[src/design/lmi_pkg.sv]
// Shared types and constants of the linear model inference block.
// No dependencies.
package lmi_pkg;

   localparam int ACC_W        = 48;
   localparam int SUM_W        = 49;
   localparam int DIV_NUM_W    = 49;
   localparam int DIV_DEN_W    = 34;
   localparam int DIV_QUO_W    = 32;
   localparam int TAYLOR_TERMS = 14;

   localparam logic [36:0]        LN2_Q32   = 37'd2977044472;
   localparam logic signed [48:0] SIG_LIMIT = 49'sd268435456;

   typedef enum logic [1:0] {
      FUNC_WEIGHT  = 2'd0,
      FUNC_BIAS    = 2'd1,
      FUNC_FEATURE = 2'd2
   } func_type;

   localparam logic [1:0] CSR_TASK_MODE     = 2'd0;
   localparam logic [1:0] CSR_FEATURE_COUNT = 2'd1;
   localparam logic [1:0] CSR_OUTPUT_COUNT  = 2'd2;

   typedef enum logic [2:0] {
      ST_IDLE,
      ST_MAC,
      ST_DRAIN,
      ST_OUT_RD,
      ST_OUT_SUM,
      ST_OUT_CALC,
      ST_OUT_SIG,
      ST_OUT_VALID
   } lmi_state_type;

   typedef enum logic [2:0] {
      SG_IDLE,
      SG_KDIV,
      SG_MUL,
      SG_DIVS,
      SG_DIVW,
      SG_FIN,
      SG_FDW
   } sig_state_type;

   typedef struct packed {
      logic shift;
      logic clear;
   } cell_ctl_type;

   typedef struct packed {
      logic                 start;
      logic [DIV_NUM_W-1:0] num;
      logic [DIV_DEN_W-1:0] den;
      logic [5:0]           bits;
   } div_req_type;

   typedef struct packed {
      logic                 done;
      logic [DIV_QUO_W-1:0] quo;
   } div_rsp_type;

   typedef struct packed {
      logic        done;
      logic [15:0] value;
   } sig_rsp_type;

endpackage

[src/design/lmi_cell.sv]
// One accumulator cell of the ring; takes its neighbor's value on shift.
// Depends on lmi_pkg.
module lmi_cell (
   input  logic                       clock,
   input  logic                       reset,
   input  lmi_pkg::cell_ctl_type      cell_ctl,
   input  logic signed [lmi_pkg::ACC_W-1:0] cell_d,
   output logic signed [lmi_pkg::ACC_W-1:0] cell_q
);
   import lmi_pkg::*;

   logic signed [ACC_W-1:0] acc_ff, acc_in;

   always_comb begin
      acc_in = acc_ff;
      if (cell_ctl.clear) begin
         acc_in = '0;
      end else if (cell_ctl.shift) begin
         acc_in = cell_d;
      end
   end

   always_ff @(posedge clock) begin
      if (reset) begin
         acc_ff <= '0;
      end else begin
         acc_ff <= acc_in;
      end
   end

   assign cell_q = acc_ff;

endmodule

[config.mk]
export PLATFORM = sky130hd
export DESIGN_NAME = lmi_cell
export DESIGN_NICKNAME = d
export VERILOG_FILES = /design/src/design/lmi_pkg.sv /design/src/design/lmi_cell.sv
export SDC_FILE = /design/constraint.sdc
export NUM_CORES = 1
export LEC_CHECK = 0
export ABC_CLOCK_PERIOD_IN_PS = 1000
export BUFFER_PORTS_ARGS = -buffer_cell sky130_fd_sc_hd__buf_2
export CORE_ASPECT_RATIO = 0.8
export CORE_MARGIN = 1
export CORE_UTILIZATION = 39
export CTS_CLUSTER_DIAMETER = 60
export DETAILED_ROUTE_END_ITERATION = 8
export PLACE_DENSITY_LB_ADDON = 0.08
export SKIP_LAST_GASP = 1
export SLEW_MARGIN = 10
export SYNTH_ARGS = -nofsm -noshare
export SYNTH_HDL_FRONTEND = slang
export SYNTH_SLANG_ARGS = --single-unit
[constraint.sdc]
create_clock -name clock -period 1 [get_ports clock]
set_clock_uncertainty 0.15 [all_clocks]
set_input_delay 0.2 -clock clock [delete_from_list [all_inputs] [get_ports clock]]
set_output_delay 0.2 -clock clock [all_outputs]
set_load 0.05 [all_outputs]
After elaboration in Yosys (flattened, before gate mapping). Index checks and enable logic that the tools add are counted.

Add/sub/neg operators: 0. Multiply operators: 0. Divide/modulo/power cells: 0. Order comparisons: 0. Eq/ne operators: 0. Shift-type cells: 0. Muxes and demuxes: 0. Bitwise gates (word level): 0. Reductions and logical operators: 1.

Operator list (count): 2-bit OR reduction (1).

Bits in registers: 48. Latch bits: 0. Memory bits (writable): 0. Memory bits (read-only): 0. Output and inout bits: 48. Memories kept: 0.

Depth between registers and ports, before layout.
Word-level depth: 1. Gate-level depth with buffers: 5. Gate-level depth less buffers: 2.

Worst setup path before layout. No wires, ideal clock.

Path type: flip-flop to flip-flop. From: reg, netlist name cell_q[0]. To: reg acc_ff[0], in the netlist cell_q[0]. Setup time: 65 ps. Data arrival time: 817 ps. Required time: 785 ps. Slack: -32 ps. Stages on the path, launching flop included: 3. Path buffers: 0. Clock period less this slack: 1032 ps. Path through: dfxtp_1 mux2i_1 nor2_1.

RTL lines: end signal: assignment (line lmi_cell.sv:27) `acc_ff <= acc_in;`; end: declaration (line lmi_cell.sv:12) `logic signed [ACC_W-1:0] acc_ff, acc_in;`.

Worst setup path after layout.
From: reg acc_ff[38], in the netlist cell_q[38]. To: out cell_q[38] (netlist bit).

RTL lines: end: declaration (line lmi_cell.sv:8) `output logic signed [lmi_pkg::ACC_W-1:0] cell_q`.

No word-level cell between the ends.

==> impl_metrics.json <==
{
  "status": "finished, violations left",
  "violations": "negative setup slack",
  "slew_headroom_pct": 87.0,
  "worst-path-buf-inv": 1,
  "core_area_sq_um": 4260,
  "path_cells": "buf_8",
  "period_needed_ns": 1.16,
  "critPathMaxStageDelay_ns": 0.36,
  "cp_slowest_cell": "dfxtp_2",
  "worstSetupPathType": "flop to output port",
  "fin_crit_sh_pct": 116,
  "synth_area_sq_um": 1760,
  "leakage_nw": 1.60,
  "clk_pin_slew_ns": 0.08,
  "drv_cap": 0,
  "n_antenna_cell": 0,
  "rsz0062_at_grt": "yes",
  "syn_to_final_growth_pct": 84.3,
  "htree_levels": 2,
  "post-dp-hpwl_mm": 2.42,
  "clk_latency_ns": 0.29,
  "wl_per_cell_microns": 13.9,
  "clock_path_buffers": 2,
  "wirelength_mm": 4.72,
  "power_mw": 4.08,
  "post-place-ws_ns": -0.115,
  "critPathMaxFanout": 2,
  "hold_depth": 3,
  "die-width_microns": 77.0,
  "initial_core_util_pct": 41.2,
  "yosysSeqAreaShare_pct": 54.7,
  "layout-drive-gt1-share_pct": 50.2,
  "r2r-start": "cell_q[22]$_SDFFE_PP0P_",
  "final_antenna_net_count": 0,
  "fmax_mhz": 862,
  "remaining_drc_errors": 0,
  "hold_ws_ns": 0.00309,
  "vias_per_cell": 4.49,
  "setup_violations": 50,
  "largest_reg_flops": 48,
  "cts_buffers": 5,
  "cp.required_ns": 0.65,
  "arrival_ns": 0.81,
  "dr.pass1.iters": 4,
  "yosys_warnings": 0,
  "grt_overflow_total": 0,
  "grt_pass1_wl_mm": 7.36,
  "min_from": "cell_d[27]",
  "root_buffer": "clkbuf_8",
  "clock_sinks": 48,
  "grt.total_usage_pct": 20.6,
  "hold_class": "input port to flop",
  "syn-num-nets": 208,
  "routabilityCongestion": 0.680,
  "worst_slew_pin_slew_ns": 0.190,
  "synth_area_per_cell_sq_um": 11.3,
  "antenna_found_initial": 0,
  "cts_tree": "done",
  "dieArea_sq_um": 4780,
  "layout_setup_ws_ns": -0.161,
  "synth_seq_cells": 48,
  "crit_cells": 1,
  "crit_path_end_kind": "output port",
  "worstSetupStartpointType": "flop",
  "die_h_microns": 62.0,
  "slew_violations": 0,
  "grt_max_degree": 28,
  "port_buffers": 99,
  "ir_drop_mv": 0.907,
  "grt_pass1_vias": 1519,
  "rows": 21,
  "cpLargestDelayFamily": "flip-flops",
  "syn_inst": 156,
  "pwr_density_cell_nw_per_um2": 1260,
  "ys_types": 8,
  "ff2ff_path_depth": 3,
  "hold_viol_final": 0,
  "finish.net_count": 334,
  "vias": 1527,
  "drt_iter0_drc": 38,
  "startpoint": "cell_q[38]$_SDFFE_PP0P_",
  "ioPinCount": 100
}
[through the flow]
stage               utilization [%]  cells  setup TNS [ns]  instance area (sq um)
global placement               55.0    306           -4.29                   2340
CTS                            75.4    356           -7.04                   3210
detailed placement             55.0    306           -4.62                   2340
floorplan                         -    156          -0.506                   1820
global route                   76.0    340           -8.43                   3240
finish                         76.0    340           -6.74                   3240
[cells by family after synthesis]
logic type    after synthesis  share of synthesized area (%)
simple gates               49                           10.6
mux                        48                           27.4
flops                      48                           54.7
buf+inv                    11                           7.27
[Yosys cell counts, drive strengths merged]
| cell type | n | area [sq um] |
|---|---|---|
| dfxtp | 48 | 961 |
| mux2i | 48 | 480 |
| nor2 | 48 | 180 |
| buf | 9 | 120 |
| clkbuf | 2 | 7.51 |
| or2 | 1 | 6.26 |
[placed cells by master, fill, tap and decap left out, drive strengths merged]
cell type     Yosys  final
buf               9     88
clkbuf            2      8
dfxtp            48     48
dlygate4sd3       0     30
dlymetal6s4s      0     12
mux2i            48     48
nor2             48     48
or2               1      1
[power breakdown]
group	total (mW)	internal [mW]	switching [mW]
Sequential	2.04	1.99	0.0526
Clock	1.17	0.565	0.607
Combinational	0.869	0.442	0.427
Total	4.08	2.99	1.09
[what timing repair did]
item,in CTS,in global routing
gates resized for setup,111,29
buffers inserted,0,5
endpoints found under the setup margin,48,82
pin swaps,0,20
hold buffers,42,0
endpoints found under the hold margin,43,0
[path summary, 6_finish.rpt]
| path | to | slack [ns] |
|---|---|---|
| min reg2reg | cell_q[41]$_SDFFE_PP0P_ | 0.35 |
| max reg2reg | cell_q[22]$_SDFFE_PP0P_ | 0.06 |
| max | cell_q[38] | -0.16 |
| min | cell_q[27]$_SDFFE_PP0P_ | 0.003 |
[layout make-up]
type                       count  area (sq um)
clock buffer                   8          90.1
fill                         297          1020
multi-input combinational     97           667
sequential                    48          1020
tap                           57          71.3
timing repair buffer         130          1390
[layer usage]
layer,global-route usage [%],share of wire [%]
met5,0,0
met4,11.1,2.5
met3,6.42,6.2
met2,34.9,49
met1,24.3,42
Power figures use the tool's default switching activity.
