## src/design/lmi_pkg.sv

```systemverilog
// Shared types and constants of the linear model inference block.
// No dependencies.
package lmi_pkg;

   localparam int ACC_W        = 48;
   localparam int SUM_W        = 49;
   localparam int DIV_NUM_W    = 49;
   localparam int DIV_DEN_W    = 34;
   localparam int DIV_QUO_W    = 32;
   localparam int TAYLOR_TERMS = 14;

   localparam logic [36:0]        LN2_Q32   = 37'd2977044472;
   localparam logic signed [48:0] SIG_LIMIT = 49'sd268435456;

   typedef enum logic [1:0] {
      FUNC_WEIGHT  = 2'd0,
      FUNC_BIAS    = 2'd1,
      FUNC_FEATURE = 2'd2
   } func_type;

   localparam logic [1:0] CSR_TASK_MODE     = 2'd0;
   localparam logic [1:0] CSR_FEATURE_COUNT = 2'd1;
   localparam logic [1:0] CSR_OUTPUT_COUNT  = 2'd2;

   typedef enum logic [2:0] {
      ST_IDLE,
      ST_MAC,
      ST_DRAIN,
      ST_OUT_RD,
      ST_OUT_SUM,
      ST_OUT_CALC,
      ST_OUT_SIG,
      ST_OUT_VALID
   } lmi_state_type;

   typedef enum logic [2:0] {
      SG_IDLE,
      SG_KDIV,
      SG_MUL,
      SG_DIVS,
      SG_DIVW,
      SG_FIN,
      SG_FDW
   } sig_state_type;

   typedef struct packed {
      logic shift;
      logic clear;
   } cell_ctl_type;

   typedef struct packed {
      logic                 start;
      logic [DIV_NUM_W-1:0] num;
      logic [DIV_DEN_W-1:0] den;
      logic [5:0]           bits;
   } div_req_type;

   typedef struct packed {
      logic                 done;
      logic [DIV_QUO_W-1:0] quo;
   } div_rsp_type;

   typedef struct packed {
      logic        done;
      logic [15:0] value;
   } sig_rsp_type;

endpackage

```

## src/design/lmi_div.sv

```systemverilog
// Restoring bit-serial divider, one quotient bit per cycle.
// Depends on lmi_pkg.
module lmi_div (
   input  logic                 clock,
   input  logic                 reset,
   input  lmi_pkg::div_req_type div_req,
   output lmi_pkg::div_rsp_type div_rsp
);
   import lmi_pkg::*;

   logic                 busy_ff, busy_in;
   logic                 done_ff, done_in;
   logic [5:0]           cnt_ff, cnt_in;
   logic [DIV_NUM_W-1:0] num_ff, num_in;
   logic [DIV_DEN_W-1:0] den_ff, den_in;
   logic [DIV_DEN_W-1:0] rem_ff, rem_in;
   logic [DIV_QUO_W-1:0] quo_ff, quo_in;
   logic [DIV_DEN_W:0]   trial;
   logic                 fits;

   always_comb begin
      busy_in = busy_ff;
      done_in = 1'b0;
      cnt_in  = cnt_ff;
      num_in  = num_ff;
      den_in  = den_ff;
      rem_in  = rem_ff;
      quo_in  = quo_ff;
      trial   = {rem_ff, num_ff[DIV_NUM_W-1]};
      fits    = trial >= {1'b0, den_ff};
      if (div_req.start) begin
         busy_in = 1'b1;
         cnt_in  = div_req.bits;
         num_in  = div_req.num;
         den_in  = div_req.den;
         rem_in  = '0;
         quo_in  = '0;
      end else if (busy_ff) begin
         rem_in = fits ? DIV_DEN_W'(trial - {1'b0, den_ff}) : trial[DIV_DEN_W-1:0];
         num_in = {num_ff[DIV_NUM_W-2:0], 1'b0};
         quo_in = {quo_ff[DIV_QUO_W-2:0], fits};
         cnt_in = cnt_ff - 6'd1;
         if (cnt_ff == 6'd1) begin
            busy_in = 1'b0;
            done_in = 1'b1;
         end
      end
   end

   always_ff @(posedge clock) begin
      if (reset) begin
         busy_ff <= 1'b0;
         done_ff <= 1'b0;
      end else begin
         busy_ff <= busy_in;
         done_ff <= done_in;
      end
      cnt_ff <= cnt_in;
      num_ff <= num_in;
      den_ff <= den_in;
      rem_ff <= rem_in;
      quo_ff <= quo_in;
   end

   assign div_rsp.done = done_ff;
   assign div_rsp.quo  = quo_ff;

endmodule

```

## src/design/lmi_sigmoid.sv

```systemverilog
// Sequenced logistic sigmoid: range reduction by ln 2, Taylor series for exp,
// then a final division. Depends on lmi_pkg and lmi_div.
module lmi_sigmoid (
   input  logic                             clock,
   input  logic                             reset,
   input  logic                             sig_start,
   input  logic signed [lmi_pkg::SUM_W-1:0] sig_arg,
   output lmi_pkg::sig_rsp_type             sig_rsp
);
   import lmi_pkg::*;

   sig_state_type state_ff, state_in;
   logic          neg_ff, neg_in;
   logic [36:0]   a_ff, a_in;
   logic [4:0]    k_ff, k_in;
   logic [2:0]    b_ff, b_in;
   logic [31:0]   term_ff, term_in;
   logic [33:0]   sum_ff, sum_in;
   logic [3:0]    n_ff, n_in;
   logic [31:0]   prod_ff, prod_in;
   logic [15:0]   res_ff, res_in;
   logic          done_ff, done_in;

   logic signed [SUM_W-1:0] arg_c, mag;
   logic [36:0]             step_cmp, a_step;
   logic                    step_fits;
   logic [63:0]             product;
   logic [33:0]             e_val, den_f, half_f;
   logic [DIV_NUM_W-1:0]    fnum;
   div_req_type             div_req;
   div_rsp_type             div_rsp;

   lmi_div u_div (
      .clock   (clock),
      .reset   (reset),
      .div_req (div_req),
      .div_rsp (div_rsp)
   );

   always_comb begin
      // clamp the argument to plus or minus 16
      if (sig_arg > SIG_LIMIT) begin
         arg_c = SIG_LIMIT;
      end else if (sig_arg < -SIG_LIMIT) begin
         arg_c = -SIG_LIMIT;
      end else begin
         arg_c = sig_arg;
      end
      mag       = (arg_c < 0) ? -arg_c : arg_c;
      step_cmp  = LN2_Q32 << b_ff;
      step_fits = a_ff >= step_cmp;
      a_step    = step_fits ? (a_ff - step_cmp) : a_ff;
      product   = term_ff * a_ff[31:0];
      e_val     = sum_ff >> k_ff;
      den_f     = 34'h1_0000_0000 + e_val;
      half_f    = den_f >> 1;
      fnum      = neg_ff ? ({e_val[32:0], 16'b0} + DIV_NUM_W'(half_f))
                         : (49'h1_0000_0000_0000 + DIV_NUM_W'(half_f));

      state_in = state_ff;
      neg_in   = neg_ff;
      a_in     = a_ff;
      k_in     = k_ff;
      b_in     = b_ff;
      term_in  = term_ff;
      sum_in   = sum_ff;
      n_in     = n_ff;
      prod_in  = prod_ff;
      res_in   = res_ff;
      done_in  = 1'b0;
      div_req  = '0;

      case (state_ff)
         SG_IDLE: begin
            if (sig_start) begin
               neg_in   = arg_c < 0;
               a_in     = {mag[28:0], 8'b0};
               k_in     = '0;
               b_in     = 3'd4;
               state_in = SG_KDIV;
            end
         end
         SG_KDIV: begin
            a_in = a_step;
            k_in = k_ff | (5'(step_fits) << b_ff);
            if (b_ff == 3'd0) begin
               // first series term is r itself
               term_in  = a_step[31:0];
               sum_in   = 34'h1_0000_0000 - {2'b0, a_step[31:0]};
               n_in     = 4'd2;
               state_in = SG_MUL;
            end else begin
               b_in = b_ff - 3'd1;
            end
         end
         SG_MUL: begin
            prod_in  = product[63:32];
            state_in = SG_DIVS;
         end
         SG_DIVS: begin
            div_req.start = 1'b1;
            div_req.num   = {prod_ff, 17'b0};
            div_req.den   = DIV_DEN_W'(n_ff);
            div_req.bits  = 6'd32;
            state_in      = SG_DIVW;
         end
         SG_DIVW: begin
            if (div_rsp.done) begin
               term_in = div_rsp.quo;
               sum_in  = n_ff[0] ? (sum_ff - {2'b0, div_rsp.quo})
                                 : (sum_ff + {2'b0, div_rsp.quo});
               if (n_ff == 4'(TAYLOR_TERMS)) begin
                  state_in = SG_FIN;
               end else begin
                  n_in     = n_ff + 4'd1;
                  state_in = SG_MUL;
               end
            end
         end
         SG_FIN: begin
            div_req.start = 1'b1;
            div_req.num   = fnum;
            div_req.den   = den_f;
            div_req.bits  = 6'(DIV_NUM_W);
            state_in      = SG_FDW;
         end
         SG_FDW: begin
            if (div_rsp.done) begin
               if (!neg_ff && (div_rsp.quo > 32'd65535)) begin
                  res_in = 16'hFFFF;
               end else begin
                  res_in = div_rsp.quo[15:0];
               end
               done_in  = 1'b1;
               state_in = SG_IDLE;
            end
         end
         default: begin
            state_in = SG_IDLE;
         end
      endcase
   end

   always_ff @(posedge clock) begin
      if (reset) begin
         state_ff <= SG_IDLE;
         done_ff  <= 1'b0;
      end else begin
         state_ff <= state_in;
         done_ff  <= done_in;
      end
      neg_ff  <= neg_in;
      a_ff    <= a_in;
      k_ff    <= k_in;
      b_ff    <= b_in;
      term_ff <= term_in;
      sum_ff  <= sum_in;
      n_ff    <= n_in;
      prod_ff <= prod_in;
      res_ff  <= res_in;
   end

   assign sig_rsp.done  = done_ff;
   assign sig_rsp.value = res_ff;

endmodule

```

## config.mk

```make
export PLATFORM = sky130hd
export DESIGN_NAME = lmi_sigmoid
export DESIGN_NICKNAME = d
export VERILOG_FILES = /design/src/design/lmi_pkg.sv /design/src/design/lmi_div.sv /design/src/design/lmi_sigmoid.sv
export SDC_FILE = /design/constraint.sdc
export NUM_CORES = 2
export LEC_CHECK = 0
export BUFFER_PORTS_ARGS = -buffer_cell sky130_fd_sc_hd__clkbuf_2
export CORE_ASPECT_RATIO = 1.1
export CORE_UTILIZATION = 29
export DETAILED_ROUTE_END_ITERATION = 7
export GPL_ROUTABILITY_DRIVEN = 0
export RECOVER_POWER = 100
export SYNTH_ARGS = -nofsm -noshare
export SYNTH_HDL_FRONTEND = slang
export SYNTH_HIERARCHICAL = 1
export SYNTH_SLANG_ARGS = --single-unit
```

## constraint.sdc

```tcl
create_clock -name clock -period 6.89 [get_ports clock]
set_input_delay 1.378 -clock clock [delete_from_list [all_inputs] [get_ports clock]]
set_output_delay 1.378 -clock clock [all_outputs]
set_load 0.05 [all_outputs]
```

# ---- Word level (Yosys, flattened, before mapping)
# Index checks and enable logic that the tools add are counted.
dict set report totals {
  romBits 0
  latchBits 0
  mem_bits_rw 0
  wordCells 116
  memories 0
  regBits 325
  out_inout_bits 17
  input_bits 52
}
dict set report classes {
  muxes 40
  shifts 3
  eq_ne 15
  n_lt_le_gt_ge 6
  n_reduce_logical 17
  bitwise 3
  div 0
  n_mul 1
  add_sub_neg 12
}
# cell count
set op_table {}
lappend op_table {{$mux W49} 5}
lappend op_table {{$pmux W90 S2} 1}
lappend op_table {{$mux W34} 4}
lappend op_table {{$mux W37} 2}
lappend op_table {{$pmux W37 S2} 1}
lappend op_table {{$pmux W34 S2} 1}
lappend op_table {{$mul A32 B32 Y64} 1}
lappend op_table {{$mux W32} 2}
lappend op_table {{$pmux W32 S2} 1}
lappend op_table {{$add A49 B33 Y49} 1}
lappend op_table {{$add A49 B33 Y49 const A} 1}
lappend op_table {{$gt A49 B30 Y1 const B} 1}
lappend op_table {{$lt A49 B1 Y1 const B} 1}
lappend op_table {{$lt A49 B29 Y1 const B} 1}
lappend op_table {{$ge A37 B37 Y1} 1}
lappend op_table {{$shl A32 B3 Y37 const A} 1}
lappend op_table {{$sub A37 B37 Y37} 1}
lappend op_table {{$ge A35 B34 Y1} 1}
lappend op_table {{$add A33 B34 Y34 const A} 1}
lappend op_table {{$add A34 B32 Y34} 1}
lappend op_table {{$shr A34 B5 Y34} 1}
lappend op_table {{$sub A33 B32 Y34 const A} 1}
lappend op_table {{$sub A34 B32 Y34} 1}
lappend op_table {{$sub A34 B34 Y34} 1}
lappend op_table {{other kinds (34)} 64}

# ---- Logic depth before layout (Yosys ltp)
dict set report logic_depth {
  depth_word 7
  ltp_mapped 30
  ltp_nobuf 28
}

# ---- Cells and area by module
# Netlist, hierarchy kept.
# module seq_area_each_um2 area_each_um2 instances cells_each
set by_module_without_submodules {}
lappend by_module_without_submodules {lmi_sigmoid 4914.7 47994.8 1 5420}
lappend by_module_without_submodules {lmi_div 4033.9 8348.0 1 806}

# ---- Least setup slack after synthesis
# Ideal clock, no wire load.
dict set report synth_path {
  kind {register -> register}
  from {reg a_ff[10]}
  to {reg prod_ff[24] (data pin)}
  path_buffers 2
  synth_period_minus_slack_ns 7.627
  arrival_time_ns 7.368
  t_required_ns 6.630
  setup_ns 0.260
  path_slack_ns -0.737
  stages_incl_launch_ff 27
  cell_sequence {edfxtp_1 clkbuf_1 clkbuf_1 and2_1 fa_1 fa_1 inv_1 fa_1 fa_1 inv_1 fa_1 fa_1 fa_1 inv_1 fa_1 inv_1 ha_1 a21oi_1 o21ai_0 a211o_1 a211o_1 a211oi_1 nor3_1 nor2_1 o211ai_1 a21boi_0 xnor2_1}
}
dict set report synth_between {
  elab_chain_cells 1
}
# item line
set synth_rtl {}
lappend synth_rtl {{start: declaration} lmi_sigmoid.sv:14} ;# logic [36:0] a_ff, a_in;
lappend synth_rtl {{start signal: assignment} lmi_sigmoid.sv:153} ;# a_ff <= a_in;
lappend synth_rtl {{$mul A32 B32 Y64} lmi_sigmoid.sv:53} ;# product = term_ff * a_ff[31:0];
lappend synth_rtl {{via product[56]} lmi_sigmoid.sv:27} ;# logic [63:0] product;
lappend synth_rtl {{end signal: assignment} lmi_sigmoid.sv:159} ;# prod_ff <= prod_in;
lappend synth_rtl {{end: declaration} lmi_sigmoid.sv:20} ;# logic [31:0] prod_ff, prod_in;
# The timed path passes the listed nets, and every way through them passes these cells.
# A chain may end at the register's enable or synchronous reset.

# ---- Worst setup path after layout
dict set report layout_path {
  from {reg a_ff[18]}
  to {reg prod_ff[20] (data pin)}
}
# Same word-level chain as after synthesis.

==> flow_summary.json <==
{
  "fin_crit_sh_pct": 109,
  "start_kind": "register",
  "cp_slowest_cell": "fa_1",
  "overflow": 0,
  "ys_seq_area_share_pct": 15.9,
  "totalWireLength_mm": 174,
  "drv_cap": 9,
  "crit_fanout": 5,
  "clock-sinks": 322,
  "max_slew_margin_pct": -98.0,
  "tightest_slew_ps": 2970,
  "max_stage_delay_ps": 600,
  "detail_route.iter0.violations": 3187,
  "grt_pass1_vias": 46783,
  "synth_edf_count": 250,
  "crit_top_cell": "fa_1",
  "r2r_setup_slack_ps": -630,
  "synth.avg_cell_area_um2": 9.05,
  "clockRootBuffer": "clkbuf_16",
  "async_flop_share_pct": 0,
  "numCtsBuffers": 40,
  "max_freq_mhz": 133,
  "endpoint_kind": "register",
  "die_w_um": 422,
  "dp_hpwl_mm": 142,
  "core_region_area_mm2": 0.193,
  "grt_pass1_wl_mm": 273,
  "clock_skew_ps": 53.8,
  "drtPass1Iterations": 6,
  "setup_viol": 40,
  "holdBufCountCts": 0,
  "wl_per_cell_um": 19.2,
  "initial_core_util_pct": 29.2,
  "hp-class": "reg -> reg",
  "fin_nets": 7824,
  "final_cell_mix": "inv_1 (961), fa_1 (778), nand2_1 (693)",
  "cts_max_path_buffers": 3,
  "rsz0062_at_grt": "true",
  "num_vias": 44677,
  "groute.usage.overall_pct": 17.7,
  "violations": "capacitance limit, slew limit, setup timing",
  "ys_types": 106,
  "area_growth_pct": 15.5,
  "ant_nets": 0,
  "fill_cells": 19706,
  "fp.dieH_um": 464,
  "path_class": "reg -> reg",
  "synth-seq-cells": 322,
  "clk_pin_slew_worst_paths_ps": 60,
  "row_count": 169,
  "status": "finished, violations left",
  "drive_above_1_share_pct": 13.3,
  "synth_ff_type": "edfxtp_1",
  "worstPathRequired_ps": 7200,
  "clk_latency_ps": 600,
  "timing.hold.ws_ps": 480,
  "finalMaxSlewViolations": 429,
  "io_pins": 69,
  "hold_violations": 0,
  "arrival_ps": 7820,
  "portBuffers": 68,
  "synth_cells": 6226,
  "grt_max_degree": 71,
  "syn-cell-area_mm2": 0.0563,
  "final_common_cell": "inv_1",
  "vias_per_cell": 4.93,
  "yosysWarnings": 6,
  "antenna_found_initial": 4,
  "min_period_ps": 7520,
  "worst_slack_ps": -627,
  "drc": 0,
  "dieArea_mm2": 0.196,
  "cts_max_level": 2,
  "cts_tree": "built"
}
==> cells by family after synthesis <==
group / count (synthesis) / synth area share [%]
and+or+nand+nor: 1975 / 17.6
buffers and inverters: 1327 / 9.06
adders and majority gates: 1311 / 39.9
AOI/OAI and AO/OA: 882 / 10.1
DFF: 322 / 15.9
xor gates and xnor gates: 228 / 3.54
muxes: 180 / 3.92
other: 1 / 0.00666
==> cell usage after synthesis (37+ instances only) <==
master / number / area, µm²
mux2_2: 57 / 642
dfxtp_1: 72 / 1440
nor2_1: 306 / 1150
a21o_1: 76 / 571
edfxtp_1: 250 / 7510
a21oi_1: 271 / 1360
ha_1: 501 / 6270
clkbuf_1: 278 / 1040
xnor2_1: 150 / 1310
o21ai_0: 202 / 1010
inv_1: 980 / 3680
nor3_1: 62 / 310
xor2_1: 78 / 683
fa_1: 810 / 16200
and2_1: 592 / 3700
nand3_1: 59 / 295
nand2_1: 697 / 2620
mux2i_1: 96 / 961
nor4_1: 37 / 231
==> per-stage QoR <==
step / cells / util (%) / setup TNS, ps / worst slack [ps] / instance area [µm²]
detailed placement: 8942 / 32.5 / -17870 / -793 / 62700
global route: 9066 / 33.7 / -39030 / -835 / 65000
CTS: 9044 / 33.6 / -12920 / -633 / 64800
floorplan: 6233 / - / -2140 / -300 / 56800
global placement: 8941 / 32.5 / -15440 / -750 / 62700
finish: 9069 / 33.7 / -14240 / -627 / 65100
==> final timing paths <==
kind                        start         endpoint  cells past startpoint
hold reg to reg   u_div/rem_ff[2]  u_div/rem_ff[2]                      2
setup reg to reg         a_ff[18]      prod_ff[20]                     29
hold / removal    u_div/rem_ff[2]  u_div/rem_ff[2]                      2
setup / recovery         a_ff[18]      prod_ff[20]                     29
==> registers in the layout, indices dropped and copies added, names as in the netlist, 4 cells and up <==
signal and flops:
u_div/num_ff 49, prod_ff 32, u_div/quo_ff 32, u_div/rem_ff 34, a_ff 34, n_ff 4, sum_ff 34, res_ff 16
u_div/den_ff 34, term_ff 32, u_div/cnt_ff 6, k_ff 5
==> final cells by class <==
type | instances | area (µm²) | area share, %
Tap cell | 2565 | 3210 | 4.93
Sequential cell | 322 | 8950 | 13.8
Multi-Input combinational cell | 4584 | 43100 | 66.2
Inverter | 982 | 3690 | 5.67
Antenna cell | 11 | 27.5 | 0.0423
Clock inverter | 22 | 298 | 0.458
Timing Repair Buffer | 531 | 4700 | 7.23
Clock buffer | 52 | 1100 | 1.69
==> layer usage <==
layer | track usage, % | routed length, µm | part of all wire, %
met1 | 22.2 | 71800 | 41
met2 | 30.5 | 84700 | 49
met3 | 1.66 | 8610 | 4.9
met4 | 8.21 | 9340 | 5.4
met5 | 0 | 0 | 0
==> worst max-delay path, delay by kind of cell, from the launching register on <==
| kind | cells | cell delay (ps) |
|---|---|---|
| buffers and inverters | 10 | 990 |
| DFF | 1 | 440 |
| adders and majority gates | 9 | 4340 |
| AOI/OAI and AO/OA | 6 | 1000 |
| xor gates and xnor gates | 1 | 130 |
| and+or+nand+nor | 3 | 310 |
==> what timing repair did <==
action                     CTS  global route
setup buffers               27            14
gates resized for setup    104            65
gates cloned                 2             1
setup endpoints to repair   32            32
pin swaps                  113            55
Power is not shown: default switching activity piles up to over one toggle a cycle in this logic, so the estimate is an artifact.
